[config.mk]
export PLATFORM = sky130hd
export DESIGN_NAME = signed_integer_to_radix_text_core
export DESIGN_NICKNAME = d
export VERILOG_FILES = /design/src/hw/rtl/sirt_pkg.sv /design/src/hw/rtl/signed_integer_to_radix_text_core.sv /design/src/hw/rtl/sirt_div_step.sv
export SDC_FILE = /design/constraint.sdc
export NUM_CORES = 1
export LEC_CHECK = 0
export ABC_AREA = 1
export BUFFER_PORTS_ARGS = -buffer_cell sky130_fd_sc_hd__buf_2
export CAP_MARGIN = 15
export CELL_PAD_IN_SITES_DETAIL_PLACEMENT = 1
export CELL_PAD_IN_SITES_GLOBAL_PLACEMENT = 1
export CORE_MARGIN = 10
export CORE_UTILIZATION = 45
export DETAILED_ROUTE_END_ITERATION = 10
export HOLD_SLACK_MARGIN = 0.1
export PLACE_DENSITY_LB_ADDON = 0.2
export REMOVE_ABC_BUFFERS = 1
export SETUP_SLACK_MARGIN = 0.5
export SKIP_CTS_REPAIR_TIMING = 1
export SYNTH_ARGS = -nofsm -noshare
export SYNTH_HDL_FRONTEND = slang
export SYNTH_SLANG_ARGS = --single-unit
[constraint.sdc]
create_clock -name clk -period 13.8 [get_ports clk]
set_clock_uncertainty 0.1 [all_clocks]
set_input_delay 4.14 -clock clk [delete_from_list [all_inputs] [get_ports clk]]
set_output_delay 4.14 -clock clk [all_outputs]
set_load 0.01 [all_outputs]
[src/hw/rtl/sirt_pkg.sv]
// Package for the signed integer to radix text core: beat types, sizes and
// the digit character lookup. Depends on nothing; every other file imports it.
package sirt_pkg;

	localparam int VALUE_W    = 64;
	localparam int RADIX_W    = 6;
	localparam int CHAR_W     = 8;
	localparam int DIGIT_W    = 6;
	localparam int MAX_DIGITS = 64;
	localparam int COUNT_W    = $clog2(MAX_DIGITS + 1);
	localparam int ADDR_W     = $clog2(MAX_DIGITS);
	localparam int DIV_BITS   = 8;
	localparam int CHUNKS     = VALUE_W / DIV_BITS;
	localparam int CHUNK_W    = $clog2(CHUNKS);

	localparam logic [RADIX_W-1:0] RADIX_MIN = RADIX_W'(2);
	localparam logic [RADIX_W-1:0] RADIX_MAX = RADIX_W'(35);
	localparam logic [VALUE_W-1:0] MAG_LIMIT = {1'b0, {(VALUE_W-1){1'b1}}};
	localparam logic [CHAR_W-1:0]  CHAR_MINUS = 8'h2D;
	localparam logic [CHAR_W-1:0]  CHAR_ZERO  = 8'h30;
	localparam logic [CHAR_W-1:0]  CHAR_A     = 8'h41;
	localparam logic [CHAR_W-1:0]  CHAR_NONE  = 8'h00;

	typedef struct packed {
		logic signed [VALUE_W-1:0] value;
		logic [RADIX_W-1:0]        radix;
	} in_beat_t;

	typedef struct packed {
		logic [CHAR_W-1:0] character;
		logic              last;
		logic              bad_radix;
	} out_beat_t;

	// Digits 0-9 then A-Z; codes past Z fall back to '0'.
	function automatic logic [CHAR_W-1:0] digit_char(input logic [DIGIT_W-1:0] d);
		logic [CHAR_W-1:0] c;
		if (d < DIGIT_W'(10)) begin
			c = CHAR_ZERO + CHAR_W'(d);
		end else if (d < DIGIT_W'(36)) begin
			c = CHAR_A + CHAR_W'(d - DIGIT_W'(10));
		end else begin
			c = CHAR_ZERO;
		end
		return c;
	endfunction

endpackage

[src/hw/rtl/signed_integer_to_radix_text_core.sv]
// Top level of the signed integer to radix text core: sequencer, digit store
// and result register. Depends on sirt_pkg and sirt_div_step.
//
//   port      direction  beat               handshake
//   operand   in         value, radix       taken when start is high and busy low
//   result    out        character, last,   one cycle, marked by strobe
//                        bad_radix
//
// A bad radix gives its single result in the cycle after acceptance and never
// raises busy. Otherwise each digit passes all CHUNKS (8) dividend chunks through
// the shared divider, which handles eight dividend bits per cycle. The sign of a
// negative value leaves in the cycle after the last division step, then the digits
// leave one per cycle, and the next beat can be taken as the last digit is shown.
// Reset clears the sequencer and the strobe; the digit store is not cleared.
// The receiver cannot stall: each result is shown for exactly one cycle.
module signed_integer_to_radix_text_core (
	input  logic                clk,
	input  logic                arst_n,
	input  logic                start,
	output logic                busy,
	input  sirt_pkg::in_beat_t  operand,
	output logic                strobe,
	output sirt_pkg::out_beat_t result
);
	import sirt_pkg::*;

	localparam logic [1:0] ST_IDLE = 2'd0;
	localparam logic [1:0] ST_DIV  = 2'd1;
	localparam logic [1:0] ST_EMIT = 2'd2;

	logic [1:0]          state_q;
	logic [CHUNK_W-1:0]  chunk_q;
	logic [COUNT_W-1:0]  count_q;
	logic [ADDR_W-1:0]   rd_idx_q;
	logic                rd_valid_s1;
	logic                rd_last_s1;
	logic [DIGIT_W-1:0]  rd_data_s1;
	logic                strobe_q;
	out_beat_t           result_q;

	logic [VALUE_W-1:0]  dividend_q;
	logic [DIGIT_W-1:0]  rem_q;
	logic [RADIX_W-1:0]  radix_q;
	logic                neg_q;

	logic [DIGIT_W-1:0]  digit_mem [MAX_DIGITS];

	logic                accept;
	logic                bad;
	logic [VALUE_W-1:0]  val_u;
	logic [VALUE_W-1:0]  mag_raw;
	logic [VALUE_W-1:0]  mag;
	logic [DIGIT_W-1:0]  rem_nxt;
	logic [DIV_BITS-1:0] quot_bits;
	logic [VALUE_W-1:0]  quot_nxt;
	logic                digit_done;
	logic                conv_done;
	logic                store_room;
	logic [COUNT_W-1:0]  count_inc;

	sirt_div_step u_div_step (
		.rem_in    (rem_q),
		.chunk     (dividend_q[VALUE_W-1 -: DIV_BITS]),
		.radix     (radix_q),
		.rem_out   (rem_nxt),
		.quot_bits (quot_bits)
	);

	always_comb begin
		busy       = (state_q != ST_IDLE) || rd_valid_s1;
		accept     = start && !busy;
		bad        = (operand.radix < RADIX_MIN) || (operand.radix > RADIX_MAX);
		val_u      = operand.value;
		mag_raw    = val_u[VALUE_W-1] ? (~val_u + VALUE_W'(1)) : val_u;
		mag        = mag_raw[VALUE_W-1] ? MAG_LIMIT : mag_raw;
		quot_nxt   = {dividend_q[VALUE_W-DIV_BITS-1:0], quot_bits};
		digit_done = (state_q == ST_DIV) && (chunk_q == CHUNK_W'(CHUNKS - 1));
		conv_done  = digit_done && (quot_nxt == '0);
		store_room = count_q < COUNT_W'(MAX_DIGITS);
		count_inc  = store_room ? count_q + COUNT_W'(1) : count_q;
		strobe     = strobe_q;
		result     = result_q;
	end

	// Sequencer and strobes.
	always_ff @(posedge clk or negedge arst_n) begin
		if (!arst_n) begin
			state_q     <= ST_IDLE;
			chunk_q     <= '0;
			count_q     <= '0;
			rd_idx_q    <= '0;
			rd_valid_s1 <= 1'b0;
			rd_last_s1  <= 1'b0;
			strobe_q    <= 1'b0;
		end else begin
			unique case (state_q)
				ST_IDLE: begin
					// The final digit read may still be in flight here.
					rd_valid_s1 <= 1'b0;
					strobe_q    <= rd_valid_s1 || (accept && bad);
					if (accept) begin
						count_q <= '0;
						chunk_q <= '0;
						if (!bad) begin
							state_q <= ST_DIV;
						end
					end
				end
				ST_DIV: begin
					rd_valid_s1 <= 1'b0;
					strobe_q    <= conv_done && neg_q;
					chunk_q     <= chunk_q + CHUNK_W'(1);
					if (digit_done) begin
						count_q <= count_inc;
					end
					if (conv_done) begin
						state_q  <= ST_EMIT;
						rd_idx_q <= ADDR_W'(count_inc - COUNT_W'(1));
					end
				end
				ST_EMIT: begin
					strobe_q    <= rd_valid_s1;
					rd_valid_s1 <= 1'b1;
					rd_last_s1  <= (rd_idx_q == '0);
					rd_idx_q    <= rd_idx_q - ADDR_W'(1);
					if (rd_idx_q == '0) begin
						state_q <= ST_IDLE;
					end
				end
				default: begin
					rd_valid_s1 <= 1'b0;
					strobe_q    <= 1'b0;
					state_q     <= ST_IDLE;
				end
			endcase
		end
	end

	// Operand, divider and result registers.
	always_ff @(posedge clk) begin
		if (accept) begin
			radix_q    <= operand.radix;
			neg_q      <= val_u[VALUE_W-1];
			dividend_q <= mag;
			rem_q      <= '0;
			if (bad) begin
				result_q <= '{character: CHAR_NONE, last: 1'b1, bad_radix: 1'b1};
			end
		end else if (state_q == ST_DIV) begin
			dividend_q <= quot_nxt;
			rem_q      <= digit_done ? '0 : rem_nxt;
			if (conv_done && neg_q) begin
				result_q <= '{character: CHAR_MINUS, last: 1'b0, bad_radix: 1'b0};
			end
		end else if (rd_valid_s1) begin
			result_q <= '{character: digit_char(rd_data_s1), last: rd_last_s1,
				bad_radix: 1'b0};
		end
	end

	// Digit store, least significant digit at address zero.
	always_ff @(posedge clk) begin
		if (digit_done && store_room) begin
			digit_mem[count_q[ADDR_W-1:0]] <= rem_nxt;
		end
	end

	always_ff @(posedge clk) begin
		if (state_q == ST_EMIT) begin
			rd_data_s1 <= digit_mem[rd_idx_q];
		end
	end

	a_bad_is_single: assert property (@(posedge clk) disable iff (!arst_n)
		strobe && result.bad_radix |-> result.last && $past(start && !busy))
		else $error("bad radix result without a matching accepted beat");

	a_good_goes_busy: assert property (@(posedge clk) disable iff (!arst_n)
		start && !busy && operand.radix >= RADIX_MIN && operand.radix <= RADIX_MAX
		|=> busy)
		else $error("valid operand accepted but the core did not go busy");

	a_read_gives_strobe: assert property (@(posedge clk) disable iff (!arst_n)
		rd_valid_s1 |=> strobe && !result.bad_radix)
		else $error("digit read did not produce a result beat");

	a_last_ends_busy: assert property (@(posedge clk) disable iff (!arst_n)
		strobe && result.last |-> !busy)
		else $error("core still busy when the final character left");

endmodule

[src/hw/rtl/sirt_div_step.sv]
// One step of the shared long divider: brings DIV_BITS dividend bits through
// the restoring compare-and-subtract chain. Depends on sirt_pkg.
module sirt_div_step (
	input  logic [sirt_pkg::DIGIT_W-1:0]  rem_in,
	input  logic [sirt_pkg::DIV_BITS-1:0] chunk,
	input  logic [sirt_pkg::RADIX_W-1:0]  radix,
	output logic [sirt_pkg::DIGIT_W-1:0]  rem_out,
	output logic [sirt_pkg::DIV_BITS-1:0] quot_bits
);
	import sirt_pkg::*;

	// The remainder stays below the radix, so it never needs more than six bits.
	always_comb begin
		logic [DIGIT_W-1:0] r;
		logic [DIGIT_W:0]   t;
		r = rem_in;
		quot_bits = '0;
		for (int i = DIV_BITS - 1; i >= 0; i--) begin
			t = {r, chunk[i]};
			if (t >= {1'b0, radix}) begin
				r = DIGIT_W'(t - {1'b0, radix});
				quot_bits[i] = 1'b1;
			end else begin
				r = t[DIGIT_W-1:0];
			end
		end
		rem_out = r;
	end

endmodule
==> results.sh, run 1 <==
export IMPL_post_route_min_period_ps=12700
export IMPL_first_iter_violations=1646
export IMPL_num_vias=19100
export IMPL_io_pin_count=85
export IMPL_avgSynthCellArea_um2=10.4
export IMPL_yosysTopAreaCell="edfxtp_1"
export IMPL_status="complete, no violations"
export IMPL_arrival_ps=12930
export IMPL_cts_tree="yes"
export IMPL_grt_pass1_vias=19600
export IMPL_peakVddDrop_v=0.0000939
export IMPL_synth_edf_count=471
export IMPL_cts_sinks=498
export IMPL_period_share_pct=92.0
export IMPL_synth_seq_cells=498
export IMPL_area_growth_syn_to_layout_pct=15.0
export IMPL_critPathKind="reg2reg"
export IMPL_async_flop_share_pct=4.22
export IMPL_yosys_top_cells_area="edfxtp_1 57%, nor2_1 5.7%, nand2_1 4.9%, o21ai_0 4.9%, ha_1 3.0%"
export IMPL_h_tree_depth=2
export IMPL_firstDrtPassIters=5
export IMPL_hp_class="reg2reg"
export IMPL_fp_row_count=85
export IMPL_gr_total_overflow=0
export IMPL_netlist_top_cells_count="471 x edfxtp_1, 376 x nor2_1, 326 x nand2_1, 241 x o21ai_0, 150 x inv_1"
export IMPL_crit_fanout=20
export IMPL_crit_family="compound AO/OA/AOI/OAI gates"
export IMPL_hold_viol=0
export IMPL_core_area_um2=54100
export IMPL_critPathSlowestCell="edfxtp_1"
export IMPL_fin_nets=2629
export IMPL_die_y_um=255
export IMPL_max_freq_ghz=0.0788
export IMPL_track_usage_pct=23.1
export IMPL_post_dp_hpwl_um=50300
export IMPL_grt_max_degree=103
export IMPL_p_leak_uw=0.0105
export IMPL_yosysSeqAreaShare_pct=59.7
export IMPL_via_per_inst=5.92
export IMPL_post_place_cells=3082
export IMPL_synth_top_cell_area_share_pct=57.1
export IMPL_grt_setup_unrepaired="false"
export IMPL_ys_flop_type="edfxtp_1"
export IMPL_worstMarginPinSlew_ps=1030
export IMPL_start_util_pct=45.7
export IMPL_synth_most_common_cell="edfxtp_1"
export IMPL_multi_input_area_um2=9300
export IMPL_critical_path_most_common_cell="nand2_1"
export IMPL_cts_root_buf="clkbuf_16"
export IMPL_critPathBufInv=14
export IMPL_avgRoutedWirePerCell_um=24.5
export IMPL_drive_gt1_share_pct=14.6
export IMPL_yosys_warnings=0
export IMPL_stdcell_count=3232
export IMPL_holdWs_ps=384
export IMPL_post_route_util_pct=52.6
export IMPL_ant_nets=0
export IMPL_netlist_instances=2375
export IMPL_numCtsBuffers=53
export IMPL_cts_buffer_depth=3
export IMPL_wl_um=79200
export IMPL_worstSetupStartpointType="flop"
export IMPL_slew_viol_final=0
export IMPL_antenna_found_initial=4
export IMPL_cp_required_ps=14030
export IMPL_die_width_um=255
export IMPL_clk_pin_slew_worst_paths_ps=60
export IMPL_fillers=5824
export IMPL_cpPeakStageDelay_ps=370
export IMPL_end_kind="flop"
export IMPL_drc=0
export IMPL_cap_violations=0
export IMPL_yosysUniqueCellTypes=58
export IMPL_clock_latency_ps=620
export IMPL_grt_pass1_wl_um=116000
export IMPL_gp_congestion=0.894
export IMPL_io_buffers=84
export IMPL_power_density_nw_per_um2=112
export IMPL_setup_violations=0
export IMPL_seqCellArea_um2=14800
export IMPL_slew_headroom_pct=30.7
export IMPL_die_area_um2=64800
export IMPL_synth_area_um2=24800
power by group:
group	total (µW)	internal, µW	switching [µW]
Sequential	1630	1630	0
Combinational	56.6	20.6	36.0
Clock	1520	905	612
Total	3200	2550	648
cells in the final DEF (no fill, tap or decap), types with 53 or more instances in the layout:
cell       synthesis  final
edfxtp_1         471    471
nor2_1           376    373
nand2_1          326    316
o21ai_0          241    233
inv_1            150    146
nand3_1          104    102
buf_2              6     84
o22ai_1           61     61
buf_4              0     60
clkbuf_16          0     53
kinds of logic after synthesis:
group / Yosys count / synth area share, %
and+or+nand+nor: 955 / 17.1
AOI/OAI and AO/OA: 522 / 12.9
DFF: 498 / 59.7
buffers and inverters: 263 / 4.18
xor gates and xnor gates: 70 / 2.48
adders and majority gates: 67 / 3.63
worst paths after layout:
kind	startpoint	end	slack [ps]	depth (start not counted)
worst min register to register	chunk_q[0]$_DFFE_PN0P_	chunk_q[0]$_DFFE_PN0P_	380	1
worst min-delay path	chunk_q[0]$_DFFE_PN0P_	chunk_q[0]$_DFFE_PN0P_	380	1
worst max-delay path	radix_q[2]$_DFFE_PP_	digit_mem[18][4]$_DFFE_PP_	1100	80
min in group asynchronous	arst_n	count_q[2]$_DFFE_PN0P_	3420	1
max in group asynchronous	arst_n	rd_idx_q[0]$_DFFE_PN0P_	9760	1
worst max register to register	radix_q[2]$_DFFE_PP_	digit_mem[18][4]$_DFFE_PP_	1100	80
stage by stage:
step | worst slack, ps | TNS (ps) | power (µW) | cell area [µm²]
final | 1100 | 0 | 3200 | 28500
after floorplan | 754 | 0 | 1690 | 24300
after global routing | 205 | 0 | 3280 | 28500
after global placement | 208 | 0 | 1720 | 25900
after CTS | -739 | -199810 | 3220 | 27700
after detailed placement | -711 | -206230 | 1720 | 25900
area by class of cell:
type	instances	area share [%]
Inverter	158	2.10
Sequential cell	498	52.0
Multi-Input combinational cell	1623	32.7
Clock inverter	30	1.54
Antenna cell	2	0.0176
Timing Repair Buffer	155	3.74
Clock buffer	70	4.92
Tap cell	696	3.06
routing by layer:
layer	wire length (µm)	part of all wire [%]	track usage (%)	vias to the layer above
li1	-	-	-	8746
met1	33900	43	30.5	9706
met2	38500	49	38.3	517
met3	4340	5.5	3.91	167
met4	2520	3.2	7.67	4
met5	27	0.034	0	-
flip-flops by register name, indices dropped and copies added (netlist names), 3 cells and up:
signal and count:
digit_mem 384, dividend_q 64, result 10, count_q 7
radix_q 6, rd_data_s1 6, rd_idx_q 6, rem_q 6
chunk_q 3
worst reg2reg max path: cells and delay by family, from the launching register on:
family / cells / cell delay (ps)
compound gates: 27 / 4320
simple gates: 31 / 3470
fa+ha+maj: 8 / 2490
buf+inv: 14 / 1720
flops: 1 / 370
(Power assumes the default switching activity.)
==> run 2, diff against run 1 <==
PLACE_DENSITY_LB_ADDON = 0.1   (was 0.2)
==> run 2 against run 1 <==
  * Critical path depth decreased by 5
  * Fmax decreased by 0.30%
  * Highest routed layer is now met4
  * Worst hold slack got worse by 5.2 ps
==> results.sh, run 2 (synthesis gave the netlist of run 1 again) <==
export IMPL_final_common_cell="edfxtp_1"
export IMPL_wl_um=77100
export IMPL_ant_nets=0
export IMPL_area_growth_syn_to_layout_pct=14.8
export IMPL_io_pin_count=85
export IMPL_end_kind="flop"
export IMPL_critPathSlowestCell="edfxtp_1"
export IMPL_fillers=5828
export IMPL_num_vias=18900
export IMPL_cts_root_buf="clkbuf_16"
export IMPL_post_place_cells=3084
export IMPL_worstSetupStartpointType="flop"
export IMPL_clock_latency_ps=610
export IMPL_die_y_um=255
export IMPL_numCtsBuffers=53
export IMPL_critPathBufInv=6
export IMPL_worstMarginPinSlew_ps=956
export IMPL_cpPeakStageDelay_ps=390
export IMPL_status="complete, no violations"
export IMPL_via_per_inst=5.85
export IMPL_crit_family="compound AO/OA/AOI/OAI gates"
export IMPL_gp_congestion=0.846
export IMPL_power_density_nw_per_um2=111
export IMPL_first_iter_violations=1334
export IMPL_peakVddDrop_v=0.0000967
export IMPL_firstDrtPassIters=5
export IMPL_cts_sinks=498
export IMPL_critical_path_most_common_cell="a21oi_2"
export IMPL_largest_reg_flops=384
export IMPL_hold_viol=0
export IMPL_avgRoutedWirePerCell_um=23.8
export IMPL_core_area_um2=54100
export IMPL_antenna_cells=0
export IMPL_post_dp_hpwl_um=49200
export IMPL_cts_buffer_depth=3
export IMPL_fin_nets=2634
export IMPL_crit_fanout=24
export IMPL_grt_max_degree=90
export IMPL_slew_headroom_pct=35.8
export IMPL_die_width_um=255
export IMPL_max_freq_ghz=0.0785
export IMPL_arrival_ps=13080
export IMPL_post_route_min_period_ps=12740
export IMPL_cts_tree="yes"
export IMPL_grt_pass1_wl_um=113000
export IMPL_grt_pass1_vias=19400
export IMPL_mostFrequentLayoutCells="471 x edfxtp_1, 374 x nor2_1, 318 x nand2_1, 234 x o21ai_0, 144 x inv_1"
export IMPL_holdWs_ps=379
export IMPL_grt_setup_unrepaired="false"
export IMPL_cp_required_ps=14150
export IMPL_start_util_pct=45.7
export IMPL_cap_violations=0
export IMPL_gr_total_overflow=0
export IMPL_place_ws_ps=-479
export IMPL_post_route_worst_setup_slack_ps=1060
export IMPL_stdcell_count=3233
export IMPL_drc=0
export IMPL_die_area_um2=64800
export IMPL_antenna_found_initial=0
export IMPL_fp_row_count=85
export IMPL_setup_violations=0
export IMPL_io_buffers=84
export IMPL_seqCellArea_um2=14800
export IMPL_critPathKind="reg2reg"
export IMPL_final_area_um2=28400
export IMPL_setup_tns_ps=0
export IMPL_h_tree_depth=2
export IMPL_clk_pin_slew_worst_paths_ps=60
export IMPL_p_leak_uw=0.0105
export IMPL_period_share_pct=92.3
export IMPL_hp_class="reg2reg"
export IMPL_track_usage_pct=22.5
export IMPL_slew_viol_final=0
export IMPL_drive_gt1_share_pct=14.7
export IMPL_place_area_um2=25900
export IMPL_multi_input_area_um2=9260
run 2: area by class of cell:
class / count / area share (%)
Tap cell: 696 / 3.06
Clock buffer: 60 / 4.83
Sequential cell: 498 / 52.1
Inverter: 158 / 2.10
Timing Repair Buffer: 160 / 3.91
Multi-Input combinational cell: 1623 / 32.6
Clock inverter: 38 / 1.43
run 2: layer usage:
metal  GRT usage, %  vias to the layer above  part of all wire, %
met5              0                        -                    0
met4           6.22                        0                  2.7
met3           3.18                      121                  5.6
met2           37.4                      516                   48
met1           30.3                     9522                   44
li1               -                     8744                    -
run 2: per-stage QoR:
step	total power, µW	util [%]
finish	3150	52.5
global route	3230	52.5
CTS	3170	51.1
detailed placement	1720	47.8
global placement	1710	47.8
floorplan	1690	-
run 2: worst min-delay path: cells and delay by family, from the launching register on:
family	cells	cell delay, ps
flip-flops	1	320
AND/OR/NAND/NOR	2	110
run 2: power by group:
group | total (µW) | internal [µW] | switching, µW
Combinational | 55.7 | 20.6 | 35.1
Clock | 1460 | 863 | 600
Sequential | 1630 | 1630 | 0
Total | 3150 | 2510 | 635
run 2: final timing paths:
check | startpoint | end | slack, ps | cells after the start
max reg2reg | radix_q[4]$_DFFE_PP_ | digit_mem[52][1]$_DFFE_PP_ | 1060 | 75
min | rem_q[5]$_SDFFE_PP0P_ | rem_q[5]$_SDFFE_PP0P_ | 380 | 2
max | radix_q[4]$_DFFE_PP_ | digit_mem[52][1]$_DFFE_PP_ | 1060 | 75
max in group asynchronous | arst_n | rd_idx_q[0]$_DFFE_PN0P_ | 9710 | 1
min reg2reg | rem_q[5]$_SDFFE_PP0P_ | rem_q[5]$_SDFFE_PP0P_ | 380 | 2
min in group asynchronous | arst_n | count_q[5]$_DFFE_PN0P_ | 3440 | 1
==> run 3, diff against run 2 <==
REMOVE_ABC_BUFFERS = default   (was 1)
==> run 3 against run 2 <==
  * Combinational power increased by 3%
  * Count of clock-buffer cells in the layout increased by 6
  * Sequential power about the same
  * Critical path depth increased by 6
  * Register-to-register slack improved by 50 ps
  * Wire length increased by 1.8%
  * Largest cell class unchanged
==> results.sh, run 3 (synthesis gave the netlist of run 1 again) <==
export IMPL_hold_start="rem_q[5]$_SDFFE_PP0P_"
export IMPL_mostFrequentLayoutCells="471 x edfxtp_1, 373 x nor2_1, 320 x nand2_1, 234 x o21ai_0, 145 x inv_1"
export IMPL_slew_viol_final=0
export IMPL_core_area_um2=54100
export IMPL_first_iter_violations=1319
export IMPL_drc=0
export IMPL_num_vias=19100
export IMPL_h_tree_depth=2
export IMPL_cts_buffer_depth=3
export IMPL_status="complete, no violations"
export IMPL_reg2reg_to="result[6]$_SDFFCE_PP0P_"
export IMPL_clk_pin_slew_worst_paths_ps=60
export IMPL_final_common_cell="edfxtp_1"
export IMPL_critPathSlowestCell="edfxtp_1"
export IMPL_track_usage_pct=23.1
export IMPL_post_route_worst_setup_slack_ps=1110
export IMPL_hold_viol=0
export IMPL_syn_num_nets=2515
export IMPL_grt_setup_unrepaired="true"
export IMPL_clock_latency_ps=630
export IMPL_max_freq_ghz=0.0788
export IMPL_cpPeakStageDelay_ps=350
export IMPL_hp_class="reg2reg"
export IMPL_arrival_ps=12900
export IMPL_hold_end="rem_q[5]$_SDFFE_PP0P_"
export IMPL_io_pin_count=85
export IMPL_post_dp_hpwl_um=50200
export IMPL_avgRoutedWirePerCell_um=24.3
export IMPL_post_place_cells=3084
export IMPL_crit_fanout=9
export IMPL_grt_max_degree=110
export IMPL_rr_startpoint="radix_q[2]$_DFFE_PP_"
export IMPL_antenna_cells=0
export IMPL_cts_root_buf="clkbuf_16"
export IMPL_reg2reg_slack_ps=1110
export IMPL_whs_path_depth=2
export IMPL_grt_pass1_wl_um=116000
export IMPL_grt_pass1_vias=19600
export IMPL_fin_nets=2624
export IMPL_cp_required_ps=14020
export IMPL_firstDrtPassIters=5
export IMPL_peakVddDrop_v=0.000107
export IMPL_wl_um=78500
export IMPL_ant_nets=0
export IMPL_antenna_found_initial=1
export IMPL_setup_violations=0
export IMPL_critical_path_most_common_cell="nand2_1"
export IMPL_cts_sinks=498
export IMPL_die_y_um=255
export IMPL_p_leak_uw=0.0103
export IMPL_cap_violations=0
export IMPL_stdcell_count=3223
export IMPL_drive_gt1_share_pct=14.2
export IMPL_reg2reg_depth=81
export IMPL_die_area_um2=64800
export IMPL_cts_tree="yes"
export IMPL_via_per_inst=5.92
export IMPL_fp_row_count=85
export IMPL_area_growth_syn_to_layout_pct=13.9
export IMPL_worstMarginPinSlew_ps=1110
export IMPL_end_kind="flop"
export IMPL_critPathKind="reg2reg"
export IMPL_largest_reg_flops=384
export IMPL_slew_headroom_pct=25.9
export IMPL_gr_total_overflow=0
export IMPL_die_width_um=255
export IMPL_worstSetupStartpointType="flop"
export IMPL_numCtsBuffers=53
export IMPL_power_density_nw_per_um2=107
export IMPL_start_util_pct=45.7
export IMPL_gp_congestion=0.849
export IMPL_place_ws_ps=-388
export IMPL_post_route_min_period_ps=12690
export IMPL_io_buffers=84
export IMPL_period_share_pct=91.9
==> run 3: critical path: cells and delay by family, from the launching register on <==
family / cells / cell delay [ps]
AOI/OAI and AO/OA: 28 / 4520
adders and majority gates: 8 / 2430
buffers and inverters: 14 / 1800
DFF: 1 / 350
and+or+nand+nor: 31 / 3160
==> run 3: how the worst max path moves through the flow <==
stage | slack [ps] | depth (start not counted) | from | endpoint
after detailed placement | -390 | 76 | radix_q[2]$_DFFE_PP_ | digit_mem[32][3]$_DFFE_PP_
final | 1110 | 81 | radix_q[2]$_DFFE_PP_ | result[6]$_SDFFCE_PP0P_
after floorplan | 540 | 78 | radix_q[1]$_DFFE_PP_ | digit_mem[0][1]$_DFFE_PP_
after global placement | 360 | 76 | radix_q[2]$_DFFE_PP_ | digit_mem[55][3]$_DFFE_PP_
after global routing | 240 | 80 | radix_q[4]$_DFFE_PP_ | result[6]$_SDFFCE_PP0P_
after CTS | -430 | 76 | radix_q[2]$_DFFE_PP_ | digit_mem[3][3]$_DFFE_PP_
==> run 3: routing by layer <==
| metal | global-route usage (%) | vias to the layer above | wire length (µm) |
|---|---|---|---|
| met1 | 28.2 | 9673 | 32400 |
| met3 | 2.78 | 146 | 3780 |
| met2 | 41.4 | 504 | 39600 |
| li1 | - | 8751 | - |
| met4 | 8.19 | 2 | 2740 |
| met5 | 0 | - | 17 |
==> run 3: layout make-up <==
cell class	instances	area, µm²
fill	5835	25900
sequential	498	14800
multi-input combinational	1621	9290
clock buffer	66	1380
timing repair buffer	152	1070
tap	696	871
inverter	158	598
clock inverter	32	205
==> run 3: report_power, final <==
part | total [µW] | internal [µW] | switching (µW) | leakage (µW)
sequential | 1630 | 1630 | 0 | 0.00455
combinational | 57.2 | 20.6 | 36.6 | 0.00501
clock | 1330 | 726 | 605 | 0.000772
==> run 3: through the flow <==
stage	total power, µW	hold WS (ps)	utilization (%)	TNS (ps)	area, µm²
2_1_floorplan	1690	340	-	0	24800
3_3_place_gp	1720	366	47.8	0	25900
3_5_place_dp	1720	378	47.8	-74010	25900
4_1_cts	3040	394	50.8	-80840	27500
5_1_grt	3110	413	52.1	0	28200
6_report	3020	391	52.1	0	28200
